### src/hdl/mfmr_pkg.sv
// Shared types and constants for the multi-frame message reassembler.
`timescale 1ns / 1ps
package mfmr_pkg;

  localparam int MSG_MAX     = 32;
  localparam int ADDR_W      = $clog2(MSG_MAX);
  localparam int CNT_W       = $clog2(MSG_MAX + 1);
  localparam int FRAME_BYTES = 7;
  localparam int FF_BYTES    = 6;
  localparam int CFG_IDX_W   = 1;
  localparam int CFG_DATA_W  = 16;

  localparam logic [15:0] TIMEOUT_RESET = 16'd1000;
  localparam logic [7:0]  SID_RESET     = 8'd39;

  localparam logic [3:0] FT_FIRST  = 4'd1;
  localparam logic [3:0] FT_CONSEC = 4'd2;
  localparam logic [3:0] FT_FLOW   = 4'd3;

  localparam logic [CFG_IDX_W-1:0] REG_CF_TIMEOUT  = CFG_IDX_W'(0);
  localparam logic [CFG_IDX_W-1:0] REG_SERVICE_SID = CFG_IDX_W'(1);

  typedef enum logic [1:0] {
    KIND_FC   = 2'd0,
    KIND_NRC  = 2'd1,
    KIND_BYTE = 2'd2
  } kind_e;

  typedef enum logic [1:0] {
    ERR_LEN  = 2'd0,
    ERR_SEQ  = 2'd1,
    ERR_TIME = 2'd2,
    ERR_SVC  = 2'd3
  } err_e;

  typedef enum logic [2:0] {
    S_IDLE,
    S_DECODE,
    S_STORE,
    S_RESP,
    S_READ,
    S_EMIT
  } state_e;

  typedef struct packed {
    logic [7:0]  byte0;
    logic [7:0]  byte1;
    logic [7:0]  byte2;
    logic [7:0]  byte3;
    logic [7:0]  byte4;
    logic [7:0]  byte5;
    logic [7:0]  byte6;
    logic [7:0]  byte7;
    logic [31:0] now_ms;
  } in_t;

  typedef struct packed {
    kind_e       kind;
    logic [7:0]  err_sid;
    err_e        err_code;
    logic [7:0]  msg_byte;
    logic [4:0]  msg_index;
    logic [5:0]  msg_length;
    logic        last;
  } out_t;

  // Write side of the message store.
  typedef struct packed {
    logic              we;
    logic [ADDR_W-1:0] addr;
    logic [7:0]        data;
  } store_wr_t;

endpackage

### src/hdl/multi_frame_message_reassembler_top.sv
// Top level: frame decode, serial byte store and message delivery.
// A frame is decoded, then its bytes are stored one at a time (up to 7 for a consecutive
// frame, 6 for a first frame), then a closing step follows and its result is posted.
// A completed message is delivered byte by byte, each a store read then an emit.
// Frames are taken one at a time; a new one is accepted after the last result
// of the previous frame sits in the output register.
// Reset (async, active low) clears control state and loads register defaults.
`timescale 1ns / 1ps
module multi_frame_message_reassembler_top (
  input  logic                           clk_i,
  input  logic                           rst_ni,
  input  logic                           cfg_we_i,
  input  logic [mfmr_pkg::CFG_IDX_W-1:0] cfg_index_i,
  input  logic [mfmr_pkg::CFG_DATA_W-1:0] cfg_wdata_i,
  input  logic                           in_valid_i,
  output logic                           in_ready_o,
  input  mfmr_pkg::in_t                  in_data_i,
  output logic                           out_valid_o,
  input  logic                           out_ready_i,
  output mfmr_pkg::out_t                 out_data_o
);
  import mfmr_pkg::*;

  state_e state_q, state_d;

  logic [15:0] cf_timeout_q;
  logic [7:0]  service_sid_q;

  logic [8*FRAME_BYTES-1:0] shift_q, shift_d;
  logic [7:0]  ctl_q, ctl_d;
  logic [31:0] now_q, now_d;
  logic        receiving_q, receiving_d;
  logic [CNT_W-1:0] total_q, total_d;
  logic [CNT_W-1:0] recv_q, recv_d;
  logic [3:0]  seq_q, seq_d;
  logic [31:0] last_ms_q, last_ms_d;
  logic [7:0]  first_q, first_d;
  logic        ff_mode_q, ff_mode_d;
  logic [2:0]  k_q, k_d;
  logic [ADDR_W-1:0] rd_q, rd_d;
  out_t        resp_q, resp_d;
  out_t        out_q, out_d;
  logic        out_valid_q, out_valid_d;

  store_wr_t   wr;
  logic [7:0]  rdata;

  logic        accept, out_free, timed_out, store_ok, len_bad, emit_last;
  logic [31:0] gap;
  logic [3:0]  ftype;
  logic [7:0]  head;
  out_t        nrc_base;

  assign in_ready_o = (state_q == S_IDLE);
  assign accept    = in_valid_i && in_ready_o;
  assign out_free  = !out_valid_q || out_ready_i;
  assign gap       = now_q - last_ms_q;
  assign timed_out = receiving_q && (gap > {16'd0, cf_timeout_q});
  assign ftype     = ctl_q[7:4];
  assign head      = shift_q[8*FRAME_BYTES-1 -: 8];
  assign len_bad   = (head == 8'd0) || (32'(head) > MSG_MAX);
  assign store_ok  = ff_mode_q ? (k_q < 3'(FF_BYTES))
                               : ((k_q < 3'(FRAME_BYTES)) && (recv_q < total_q));
  assign emit_last = (CNT_W'(rd_q) + CNT_W'(1)) == total_q;

  always_comb begin
    nrc_base          = '0;
    nrc_base.kind     = KIND_NRC;
    nrc_base.last     = 1'b1;
  end

  mfmr_store u_store (
    .clk_i   (clk_i),
    .wr_i    (wr),
    .raddr_i (rd_q),
    .rdata_o (rdata)
  );

  // Next state
  always_comb begin
    state_d = state_q;
    case (state_q)
      S_IDLE: begin
        if (accept) state_d = S_DECODE;
      end
      S_DECODE: begin
        if (timed_out) begin
          state_d = S_RESP;
        end else begin
          case (ftype)
            FT_FIRST:  state_d = len_bad ? S_RESP : S_STORE;
            FT_CONSEC: state_d = (!receiving_q || ctl_q[3:0] != seq_q) ? S_RESP : S_STORE;
            FT_FLOW:   state_d = S_IDLE;
            default:   state_d = S_RESP;
          endcase
        end
      end
      S_STORE: begin
        if (!store_ok) begin
          if (ff_mode_q) begin
            state_d = S_RESP;
          end else if (recv_q >= total_q) begin
            state_d = (first_q != service_sid_q) ? S_RESP : S_READ;
          end else begin
            state_d = S_IDLE;
          end
        end
      end
      S_RESP: begin
        if (out_free) state_d = S_IDLE;
      end
      S_READ: state_d = S_EMIT;
      S_EMIT: begin
        if (out_free) state_d = emit_last ? S_IDLE : S_READ;
      end
      default: state_d = S_IDLE;
    endcase
  end

  // Datapath and outputs
  always_comb begin
    shift_d     = shift_q;
    ctl_d       = ctl_q;
    now_d       = now_q;
    receiving_d = receiving_q;
    total_d     = total_q;
    recv_d      = recv_q;
    seq_d       = seq_q;
    last_ms_d   = last_ms_q;
    first_d     = first_q;
    ff_mode_d   = ff_mode_q;
    k_d         = k_q;
    rd_d        = rd_q;
    resp_d      = resp_q;
    out_d       = out_q;
    out_valid_d = out_valid_q && !out_ready_i;
    wr          = '0;

    case (state_q)
      S_IDLE: begin
        if (accept) begin
          ctl_d   = in_data_i.byte0;
          now_d   = in_data_i.now_ms;
          shift_d = {in_data_i.byte1, in_data_i.byte2, in_data_i.byte3, in_data_i.byte4,
                     in_data_i.byte5, in_data_i.byte6, in_data_i.byte7};
        end
      end
      S_DECODE: begin
        k_d = '0;
        if (timed_out) begin
          resp_d          = nrc_base;
          resp_d.err_sid  = first_q;
          resp_d.err_code = ERR_TIME;
          receiving_d = 1'b0;
          total_d     = '0;
          recv_d      = '0;
          seq_d       = '0;
          last_ms_d   = '0;
        end else begin
          case (ftype)
            FT_FIRST: begin
              receiving_d = 1'b0;
              total_d     = '0;
              recv_d      = '0;
              seq_d       = '0;
              last_ms_d   = '0;
              if (len_bad) begin
                resp_d          = nrc_base;
                resp_d.err_sid  = shift_q[8*FRAME_BYTES-9 -: 8];
                resp_d.err_code = ERR_LEN;
              end else begin
                receiving_d = 1'b1;
                total_d     = CNT_W'(head);
                seq_d       = 4'd1;
                last_ms_d   = now_q;
                first_d     = shift_q[8*FRAME_BYTES-9 -: 8];
                ff_mode_d   = 1'b1;
                // drop the length byte; message bytes follow
                shift_d     = shift_q << 8;
              end
            end
            FT_CONSEC: begin
              if (!receiving_q) begin
                resp_d          = nrc_base;
                resp_d.err_sid  = service_sid_q;
                resp_d.err_code = ERR_SEQ;
              end else if (ctl_q[3:0] != seq_q) begin
                resp_d          = nrc_base;
                resp_d.err_sid  = first_q;
                resp_d.err_code = ERR_SEQ;
                receiving_d = 1'b0;
                total_d     = '0;
                recv_d      = '0;
                seq_d       = '0;
                last_ms_d   = '0;
              end else begin
                seq_d     = seq_q + 4'd1;
                last_ms_d = now_q;
                ff_mode_d = 1'b0;
              end
            end
            FT_FLOW: begin
            end
            default: begin
              resp_d          = nrc_base;
              resp_d.err_sid  = head;
              resp_d.err_code = ERR_LEN;
            end
          endcase
        end
      end
      S_STORE: begin
        if (store_ok) begin
          wr.we   = 1'b1;
          wr.addr = recv_q[ADDR_W-1:0];
          wr.data = head;
          recv_d  = recv_q + CNT_W'(1);
          k_d     = k_q + 3'd1;
          shift_d = shift_q << 8;
        end else if (ff_mode_q) begin
          resp_d      = '0;
          resp_d.kind = KIND_FC;
          resp_d.last = 1'b1;
        end else if (recv_q >= total_q) begin
          rd_d = '0;
          if (first_q != service_sid_q) begin
            resp_d          = nrc_base;
            resp_d.err_sid  = first_q;
            resp_d.err_code = ERR_SVC;
            receiving_d = 1'b0;
            total_d     = '0;
            recv_d      = '0;
            seq_d       = '0;
            last_ms_d   = '0;
          end
        end
      end
      S_RESP: begin
        if (out_free) begin
          out_d       = resp_q;
          out_valid_d = 1'b1;
        end
      end
      S_READ: begin
      end
      S_EMIT: begin
        if (out_free) begin
          out_d            = '0;
          out_d.kind       = KIND_BYTE;
          out_d.msg_byte   = rdata;
          out_d.msg_index  = 5'(rd_q);
          out_d.msg_length = 6'(total_q);
          out_d.last       = emit_last;
          out_valid_d      = 1'b1;
          rd_d             = rd_q + ADDR_W'(1);
          if (emit_last) begin
            receiving_d = 1'b0;
            total_d     = '0;
            recv_d      = '0;
            seq_d       = '0;
            last_ms_d   = '0;
          end
        end
      end
      default: begin
      end
    endcase
  end

  assign out_valid_o = out_valid_q;
  assign out_data_o  = out_q;

  always_ff @(posedge clk_i or negedge rst_ni) begin
    if (!rst_ni) begin
      state_q       <= S_IDLE;
      cf_timeout_q  <= TIMEOUT_RESET;
      service_sid_q <= SID_RESET;
      receiving_q   <= 1'b0;
      total_q       <= '0;
      recv_q        <= '0;
      seq_q         <= '0;
      last_ms_q     <= '0;
      ff_mode_q     <= 1'b0;
      k_q           <= '0;
      rd_q          <= '0;
      out_valid_q   <= 1'b0;
    end else begin
      state_q     <= state_d;
      receiving_q <= receiving_d;
      total_q     <= total_d;
      recv_q      <= recv_d;
      seq_q       <= seq_d;
      last_ms_q   <= last_ms_d;
      ff_mode_q   <= ff_mode_d;
      k_q         <= k_d;
      rd_q        <= rd_d;
      out_valid_q <= out_valid_d;
      if (cfg_we_i) begin
        case (cfg_index_i)
          REG_CF_TIMEOUT:  cf_timeout_q  <= cfg_wdata_i[15:0];
          REG_SERVICE_SID: service_sid_q <= cfg_wdata_i[7:0];
          default: begin
          end
        endcase
      end
    end
  end

  always_ff @(posedge clk_i) begin
    shift_q <= shift_d;
    ctl_q   <= ctl_d;
    now_q   <= now_d;
    first_q <= first_d;
    resp_q  <= resp_d;
    out_q   <= out_d;
  end

endmodule

### src/hdl/mfmr_store.sv
// Message byte store: one write port, one registered read port.
`timescale 1ns / 1ps
module mfmr_store (
  input  logic                      clk_i,
  input  mfmr_pkg::store_wr_t       wr_i,
  input  logic [mfmr_pkg::ADDR_W-1:0] raddr_i,
  output logic [7:0]                rdata_o
);
  import mfmr_pkg::*;

  logic [7:0] mem [MSG_MAX];
  logic [7:0] rdata_q;

  always_ff @(posedge clk_i) begin
    if (wr_i.we) begin
      mem[wr_i.addr] <= wr_i.data;
    end
    rdata_q <= mem[raddr_i];
  end

  assign rdata_o = rdata_q;

endmodule

### config.mk
export PLATFORM = sky130hd
export DESIGN_NAME = multi_frame_message_reassembler_top
export DESIGN_NICKNAME = d
export VERILOG_FILES = /design/src/hdl/mfmr_pkg.sv /design/src/hdl/multi_frame_message_reassembler_top.sv /design/src/hdl/mfmr_store.sv
export SDC_FILE = /design/constraint.sdc
export NUM_CORES = 1
export LEC_CHECK = 0
export BUFFER_PORTS_ARGS = -buffer_cell sky130_fd_sc_hd__buf_4
export CAP_MARGIN = 5
export CORE_UTILIZATION = 55
export DETAILED_ROUTE_END_ITERATION = 6
export PLACE_DENSITY = 0.74
export SLEW_MARGIN = 20
export SYNTH_ARGS = -nofsm -noshare
export SYNTH_HDL_FRONTEND = slang
export SYNTH_SLANG_ARGS = --single-unit
### constraint.sdc
create_clock -name clk_i -period 7.2 [get_ports clk_i]
set_input_delay 1.08 -clock clk_i [delete_from_list [all_inputs] [get_ports clk_i]]
set_output_delay 1.08 -clock clk_i [all_outputs]
set_load 0.01 [all_outputs]
; ---- After elaboration in Yosys (flattened, before gate mapping)
; Memories as Yosys holds them, arrays and structs flattened. A register that Yosys moved wholly into a read port is not among the register bits.
; Cells that the tools add are included.
[totals]
reg_bits = 254
mem_bits_rw = 256
inputBits = 118
word_cells = 219
n_memories = 1
[mem_list]
columns = name, depth, word_bits, read_ports, rd_ports_with_merged_regs, write_ports, line_no
row1 = u_store.mem, 32, 8, 1, 1, 1, mfmr_store.sv:11  ; logic [7:0] mem [MSG_MAX];
[classes]
add_sub_neg = 6
magnitude_cmp = 6
eq_ne = 37
mux = 102
bitwise = 3
n_reduce_logical = 34
[ops]
columns = cell, n
row1 = $mux W32, 20
row2 = $mux W56, 5
row3 = $pmux W32 S2, 3
row4 = $pmux W32 S3, 2
row5 = $pmux W56 S3, 1
row6 = $mux W6, 12
row7 = $mux W4, 9
row8 = $pmux W6 S3, 2
row9 = $gt A32 B16 Y1, 1
row10 = $sub A32 B32 Y32, 1
row11 = $mux W14, 2
row12 = $mux W3, 9
row13 = $ne A2 B2 Y1 const B, 13
row14 = $pmux W6 S2, 2
row15 = $mux W1, 21
row16 = $mux W5, 4
row17 = $ne A3 B3 Y1 const B, 6
row18 = $pmux W3 S6, 1
row19 = $reduce_and A9 Y1, 2
row20 = $ne A4 B4 Y1 const B, 3
row21 = $pmux W4 S3, 1
row22 = $reduce_and A6 Y1, 2
row23 = $pmux W5 S2, 1
row24 = $reduce_and A10 Y1, 1
row25 = other kinds (41), 64

; ---- Logic depth before layout (Yosys ltp)
; Gate-level depths: netlist (run 1).
[logic_depth]
word_depth = 7
ltp_mapped = 22
mapped_depth_nobuf = 21

; ---- Hierarchy
; Synthesis (run 1) repeated with hierarchy kept, for this count alone.
[unflattened]
hier_cells = 1518
area_unflattened_um2 = 22546.6
[modules_own_cells]
columns = mod, n_inst, cells_per_inst, area_each_um2, seq_area_each_um2
row1 = multi_frame_message_reassembler_top, 1, 1101, 12493.2, 6578.8
row2 = mfmr_store, 1, 417, 10053.4, 7847.5

; ---- Least setup slack after synthesis (run 1)
; No wires, ideal clock.
[synth_path]
path_type = register -> register
startpoint = register total_q[3]
endpoint = register shift_q[0] (enable)
setup_time_ns = 0.553
arrival_time_ns = 5.852
setup_slack_ns = 0.795
path_stages_with_launch = 9
path_buffers = 0
synth_period_minus_slack_ns = 6.405
path_cell_list = dfrtp_1 -> inv_1 -> ha_1 -> a21o_1 -> a21o_1 -> a221oi_1 -> o22a_1 -> mux2i_1 -> o31ai_1
[synth_between]
elab_chain_len = 5
[synth_rtl]
columns = item, line_no
row1 = start: declaration, multi_frame_message_reassembler_top.sv:33  ; logic [CNT_W-1:0] total_q, total_d;
row2 = start signal: assignment, multi_frame_message_reassembler_top.sv:290  ; total_q <= total_d;
row3 = $lt A6 B6 Y1, multi_frame_message_reassembler_top.sv:63  ; : ((k_q < 3'(FRAME_BYTES)) && (recv_q < total_q));
row4 = $logic_and A1 B1 Y1, multi_frame_message_reassembler_top.sv:63
row5 = $mux W1, multi_frame_message_reassembler_top.sv:62  ; assign store_ok = ff_mode_q ? (k_q < 3'(FF_BYTES))
row6 = $ne A2 B2 Y1 (no line), -
row7 = $reduce_and A6 Y1 (no line), -
row8 = end signal: assignment, multi_frame_message_reassembler_top.sv:310  ; shift_q <= shift_d;
row9 = end: declaration, multi_frame_message_reassembler_top.sv:29  ; logic [8*FRAME_BYTES-1:0] shift_q, shift_d;
; No other way between the ends.
; A chain may end at the register's enable or synchronous reset.

; ---- Worst setup path in the final report (run 1)
[layout_path]
startpoint = register now_q[3]
endpoint = register shift_q[8] (enable)
[layout_between]
elab_chain_len = 5
[layout_rtl]
columns = item, line_no
row1 = start: declaration, multi_frame_message_reassembler_top.sv:31  ; logic [31:0] now_q, now_d;
row2 = start signal: assignment, multi_frame_message_reassembler_top.sv:312  ; now_q <= now_d;
row3 = $sub A32 B32 Y32, multi_frame_message_reassembler_top.sv:57  ; assign gap = now_q - last_ms_q;
row4 = $gt A32 B16 Y1, multi_frame_message_reassembler_top.sv:58  ; assign timed_out = receiving_q && (gap > {16'd0, cf_timeout_q});
row5 = $logic_and A1 B1 Y1, multi_frame_message_reassembler_top.sv:58
row6 = $ne A2 B2 Y1 (no line), -
row7 = $reduce_and A6 Y1 (no line), -
; No other way between the ends.

==> reports/metrics.yaml, run 1 <==
ios: 152
cp.arrival_ns: 6.16
layout_setup_ws_ns: 1.278
dp.cells: 2129
globalplace.congestion: 0.9134
routed_via_density: 6.066
r2r-start: "now_q[3]"
area_growth_pct: 15.32
stdcell_count: 2224
hp-class: "input port to asynchronous set/reset pin"
floorplan.rows: 73
outcome: "finished clean"
setup.worst_path.start_class: "flip-flop"
synthFlopType: "edfxtp_1"
drt_iter0_drc: 1103
drc_errors: 0
routed_wirelength_um: 49920
endpoint: "shift_q[8]"
fp.dieW_um: 203.7
hold_slack_ns: 0.4088
start_util_pct: 56.05
cts_made_buffers: 50
ctsLongestPathBuffers: 3
dpl_cell_area_um2: 24030
netlist_top_cells_area: "edfxtp_1 (54%), dfrtp_1 (8.5%), mux4_2 (8.1%), mux2_2 (3.5%), ha_1 (3.2%)"
r2r_end: "shift_q[8]"
synth_cell_types: 78
p_sw_share_pct: 31.79
ys_seq_area_share_pct: 64.49
powerDensity_nw_per_um2: 375.8
power_leakage_nw: 9.230
grt_pass1_wl_um: 77570
syn_inst: 1506
cts_tree: "done"
rrSetupSlack_ns: 1.28
syn-mean-instance-area_um2: 14.85
ir_worst_vdd_mv: 0.2543
design_area_um2: 25800
portBuffers: 151
numClockSinks: 497
holdBufCountCts: 0
synthArstFlopShare_pct: 17.30
p_int_mw: 6.613
skew_ns: 0.01372
critPathKind: "flip-flop to flip-flop"
netSwitchingPower_mw: 3.082
p_seq_share_pct: 42.4
period_needed_ns: 5.922
clkTransAtPathRegs_ns: 0.06
clock-root-buffer: "clkbuf_16"
drive_gt1_share_pct: 25.40
ys_top_cells_by_count: "edfxtp_1 (403), nor2_1 (90), nand2_1 (86), mux4_2 (80), dfrtp_1 (76)"
synth.largest_area_cell: "edfxtp_1"
synth_edf_count: 403
fin_util_pct: 64.63
rsz0062_at_grt: "false"
ctsHtreeMaxLevel: 2
place_ws_ns: 1.333
clockPowerShare_pct: 28.1
synth_top_area_share_pct: 54.10
grt_overflow_total: 0
die_h_um: 203.7
cts_resized: 0
report.final.slew_viol_count: 0
finalSetupViolCount: 0
dp_hpwl_um: 33670
required_ns: 7.44
max-cap-violations: 0
antenna_found_initial: 2
cts_setup_buffers: 0
combPwrFrac_pct: 29.5
hold_viol_final: 0
finalPower_mw: 9.694
r2r_cells: 22
ant_nets: 0
synth.net_count: 1682
grt.total_usage_pct: 24.73
grt_pass1_vias: 13480
die-area_um2: 41480
max_freq_mhz: 168.9
timing.final.crit_share_pct: 82.25
grt_max_degree: 71
worst_slew_pin_slew_ns: 1.088
finalSetupTns_ns: 0
critPathLaunch: "now_q[3]"
worstSkewPairLatency_ns: 0.59
cp-end-kind: "flip-flop"
critical_path.max_fanout: 56
core_um2: 39910
routedWlPerCell_um: 22.45
nNetsFinal: 1832
max-slew-margin-rel_pct: 26.78
synth_area_um2: 22370
post-synth-top-count-cell: "edfxtp_1"
firstDrtPassIters: 5
vias: 13490
ys_ff_latch: 497
synth_warnings: 0
-- cell families (layout without fill, tap and decap cells) --
family | count (synthesis) | in the layout | synth area share [%]
DFF | 497 | 497 | 64.49
and+or+nand+nor | 348 | 348 | 7.786
AOI/OAI and AO/OA | 258 | 258 | 8.060
muxes | 170 | 170 | 12.48
buffers and inverters | 136 | 327 | 2.377
adders and majority gates | 58 | 58 | 3.278
xor gates and xnor gates | 39 | 39 | 1.527
other | 0 | 2 | 0
-- layer usage --
layer / vias to the layer above / share of wire (%) / track usage [%]
li1: 6146 / - / -
met1: 6714 / 44 / 35.94
met2: 544 / 46 / 37.66
met3: 86 / 7.4 / 5.034
met4: 0 / 2.4 / 7.814
met5: - / 0 / 0
-- flip-flops by register name, summed over array words and instances (netlist names), 11 cells and up --
register	count
u_store.mem	256
last_ms_q	32
now_q	32
shift_q	56
resp_q	11
cf_timeout_q	16
out_data_o	32
-- worst min-delay path by stage --
stage / from / to / slack [ns] / cells after the start
after detailed placement: shift_q[46] / first_q[6] / 0.48 / 0
after floorplan: shift_q[40] / first_q[0] / 0.44 / 0
after global placement: now_q[0] / last_ms_q[0] / 0.48 / 1
after CTS: rst_ni / last_ms_q[21] / 0.40 / 1
after global routing: rst_ni / cf_timeout_q[13] / 0.43 / 1
final: rst_ni / cf_timeout_q[12] / 0.41 / 1
-- layout by cell type, fill, tap and decap left out, types with 11 or more instances in the layout --
master,n
a21o_1,18
a21oi_1,53
a221oi_1,12
a22o_1,34
and2_1,18
and3_1,17
buf_4,161
clkbuf_16,50
clkinv_2,11
dfrtp_1,74
edfxtp_1,403
ha_1,57
inv_1,72
mux2_2,69
mux2i_1,20
mux4_2,80
nand2_1,86
nand3_1,19
nand4_1,31
nor2_1,88
nor2b_1,19
nor3_1,13
o211ai_1,15
o21ai_0,55
xnor2_1,23
xor2_1,16
-- power groups by stage --
| stage | clock (mW) | combinational (mW) | sequential (mW) |
|---|---|---|---|
| 2_1_floorplan | 0 | 2.09 | 4.06 |
| 3_3_place_gp | 0 | 2.73 | 4.15 |
| 3_5_place_dp | 0 | 2.80 | 4.16 |
| 4_1_cts | 2.76 | 2.83 | 4.11 |
| 5_1_grt | 2.87 | 3.14 | 4.15 |
| 6_report | 2.72 | 2.86 | 4.11 |
-- area by class of cell --
| class | count | area [µm²] |
|---|---|---|
| clock inverters | 34 | 421.7 |
| multi-input cells | 873 | 7468 |
| repair buffers | 162 | 1229 |
| fillers | 2792 | 14120 |
| well taps | 525 | 656.9 |
| clock buffers | 59 | 1315 |
| flip-flops and latches | 497 | 14430 |
| inverters | 72 | 270.3 |
| diodes | 2 | 5.005 |
-- worst max-delay path: stages, from the launching register on --
cell	delay, ns
edfxtp_1	0.39
ha_1	0.36
and2_1	0.19
a221oi_1	0.57
nand2_1	0.17
a21o_1	0.21
a21o_1	0.19
a21o_1	0.18
a21oi_1	0.16
xnor2_1	0.14
ha_1	0.27
a21oi_1	0.14
o21ai_0	0.10
a221o_1	0.35
o41ai_1	0.08
o211ai_1	0.16
nor4_1	0.37
nand4_1	0.24
o31ai_4	0.26
buf_4	0.27
nand4_1	0.23
o31ai_4	0.15
buf_12	0.30
(Power assumes the default switching activity.)
==> run 2, diff against run 1 <==
- clock period: 7.2 -> 5.7 ns (I/O delays scaled with it)
==> run 2 against run 1 <==
Die area stayed put. Global-route usage is 0.15 points higher. Utilization is 0.14 points higher. Flip-flop and latch count stayed put. Highest routed layer unchanged.
==> reports/metrics.yaml, run 2 (synthesis results as in run 1) <==
outcome: "finished clean"
antennaDiodeCount: 0
portBuffers: 151
firstDrtPassIters: 6
skew_ns: 0.02692
finalSetupTns_ns: 0
drc_errors: 0
start_util_pct: 56.05
grt_pass1_vias: 13452
critical_path.max_fanout: 41
critical-path-slowest-cell: "edfxtp_1"
required_ns: 5.97
hold_slack_ns: 0.2516
powerDensity_nw_per_um2: 477.7
crit_buf_inv: 1
cts_made_buffers: 50
dp_hpwl_um: 34620
r2r-start: "now_q[3]"
max-slew-margin-rel_pct: 30.11
antenna_found_initial: 1
vias: 13638
ios: 152
cp-end-kind: "flip-flop"
worst_slew_pin_slew_ns: 1.044
r2r_end: "shift_q[0]"
routed_via_density: 6.124
hold_viol_final: 0
cp_cell_sequence: "ha_1, and2_1, a221oi_1, nand2_1, a21o_1, a21o_1, a21o_1, a21oi_1, xnor2_1, ha_1, a21oi_1, o21ai_0, a221o_1, o41ai_1, o211ai_1, nor4_2, nand4_1, o31ai_4, nand4_1, o31ai_4, buf_12"
largest_register_ffs: 256
path_delay_family: "compound AO/OA/AOI/OAI gates"
routedWlPerCell_um: 22.68
core_um2: 39910
area_growth_pct: 15.58
grt_pass1_wl_um: 77900
worstSkewPairLatency_ns: 0.60
grt.total_usage_pct: 24.88
cts_setup_buffers: 0
timing.final.crit_share_pct: 93.79
die-area_um2: 41480
drive_gt1_share_pct: 25.73
holdBufCountCts: 0
rrSetupSlack_ns: 0.35
setup.worst_path.start_class: "flip-flop"
max_freq_mhz: 187.1
ctsHtreeMaxLevel: 2
grt_overflow_total: 0
fp.dieW_um: 203.7
final_cell_mix: "edfxtp_1 (403), buf_4 (165), nor2_1 (88), nand2_1 (86), mux4_2 (80)"
cp.arrival_ns: 5.61
ir_worst_vdd_mv: 0.4929
critPathKind: "flip-flop to flip-flop"
nNetsFinal: 1836
power_leakage_nw: 9.267
top_register: "u_store.mem"
period_needed_ns: 5.346
finalSetupViolCount: 0
slowest_delay_ns: 0.40
hp-class: "input port to asynchronous set/reset pin"
ctsLongestPathBuffers: 3
drt_iter0_drc: 1300
reg.largest.list: "u_store.mem x256, shift_q x56"
clkTransAtPathRegs_ns: 0.06
rsz0062_at_grt: "false"
die_h_um: 203.7
max-cap-violations: 0
floorplan.rows: 73
cts_tree: "done"
ant_nets: 0
globalplace.congestion: 0.9083
crit_top_cell: "a21o_1"
layout_commonest_cell: "edfxtp_1"
routed_wirelength_um: 50510
report.final.slew_viol_count: 0
clock-root-buffer: "clkbuf_16"
numClockSinks: 497
r2r_cells: 21
grt_max_degree: 58
[run 2: per-stage QoR]
| stage | setup WS (ns) | area [µm²] | util [%] | instances | power, mW |
|---|---|---|---|---|---|
| detailed placement | 0.2556 | 24060 | 60.29 | 2133 | 8.849 |
| finish | 0.3539 | 25850 | 64.78 | 2227 | 12.35 |
| floorplan | 0.07908 | 22380 | - | 1506 | 7.765 |
| global route | 0.01415 | 25850 | 64.78 | 2227 | 12.92 |
| CTS | 0.2064 | 25830 | 64.72 | 2227 | 12.36 |
| global placement | 0.4176 | 24060 | 60.29 | 2133 | 8.743 |
[run 2: power by group]
part	leakage (nW)	switching (mW)	internal, mW
clock	0.867	1.37	2.12
combinational	3.48	2.20	1.48
sequential	4.92	0.351	4.84
[run 2: cell type report]
class                           count  area (µm²)
Fill cell                        2785       14060
Sequential cell                   497       14430
Clock inverter                     29       391.6
Multi-Input combinational cell    873        7468
Tap cell                          525       656.9
Clock buffer                       65        1378
Inverter                           72       270.3
Timing Repair Buffer              166        1259
[run 2: worst reg2reg max path, stage by stage (launching register included)]
cell	delay (ns)
edfxtp_1	0.40
ha_1	0.37
and2_1	0.19
a221oi_1	0.33
nand2_1	0.14
a21o_1	0.20
a21o_1	0.19
a21o_1	0.18
a21oi_1	0.17
xnor2_1	0.14
ha_1	0.27
a21oi_1	0.14
o21ai_0	0.09
a221o_1	0.35
o41ai_1	0.07
o211ai_1	0.19
nor4_2	0.34
nand4_1	0.25
o31ai_4	0.31
nand4_1	0.24
o31ai_4	0.18
buf_12	0.28
[run 2: metal layers]
metal | wire, µm | vias to the layer above | GRT usage [%]
li1 | - | 6150 | -
met1 | 21650 | 6812 | 35.51
met2 | 23270 | 573 | 38.03
met3 | 4058 | 103 | 5.385
met4 | 1528 | 0 | 8.539
met5 | 0 | - | 0
[run 2: worst max-delay path by stage]
| stage | to | startpoint | cells after the start | slack (ns) |
|---|---|---|---|---|
| 2_1_floorplan | shift_q[0] | now_q[3] | 20 | 0.08 |
| 3_3_place_gp | shift_q[21] | now_q[3] | 21 | 0.42 |
| 3_5_place_dp | shift_q[0] | now_q[3] | 21 | 0.26 |
| 4_1_cts | shift_q[0] | now_q[3] | 21 | 0.21 |
| 5_1_grt | last_ms_q[31] | now_q[3] | 21 | 0.01 |
| 6_report | shift_q[0] | now_q[3] | 21 | 0.35 |
[run 2: repair_timing]
| item | in CTS | in global routing |
|---|---|---|
| hold endpoints to repair | 0 | 0 |
| gates resized for setup | 0 | 1 |
| setup endpoints to repair | 0 | 118 |
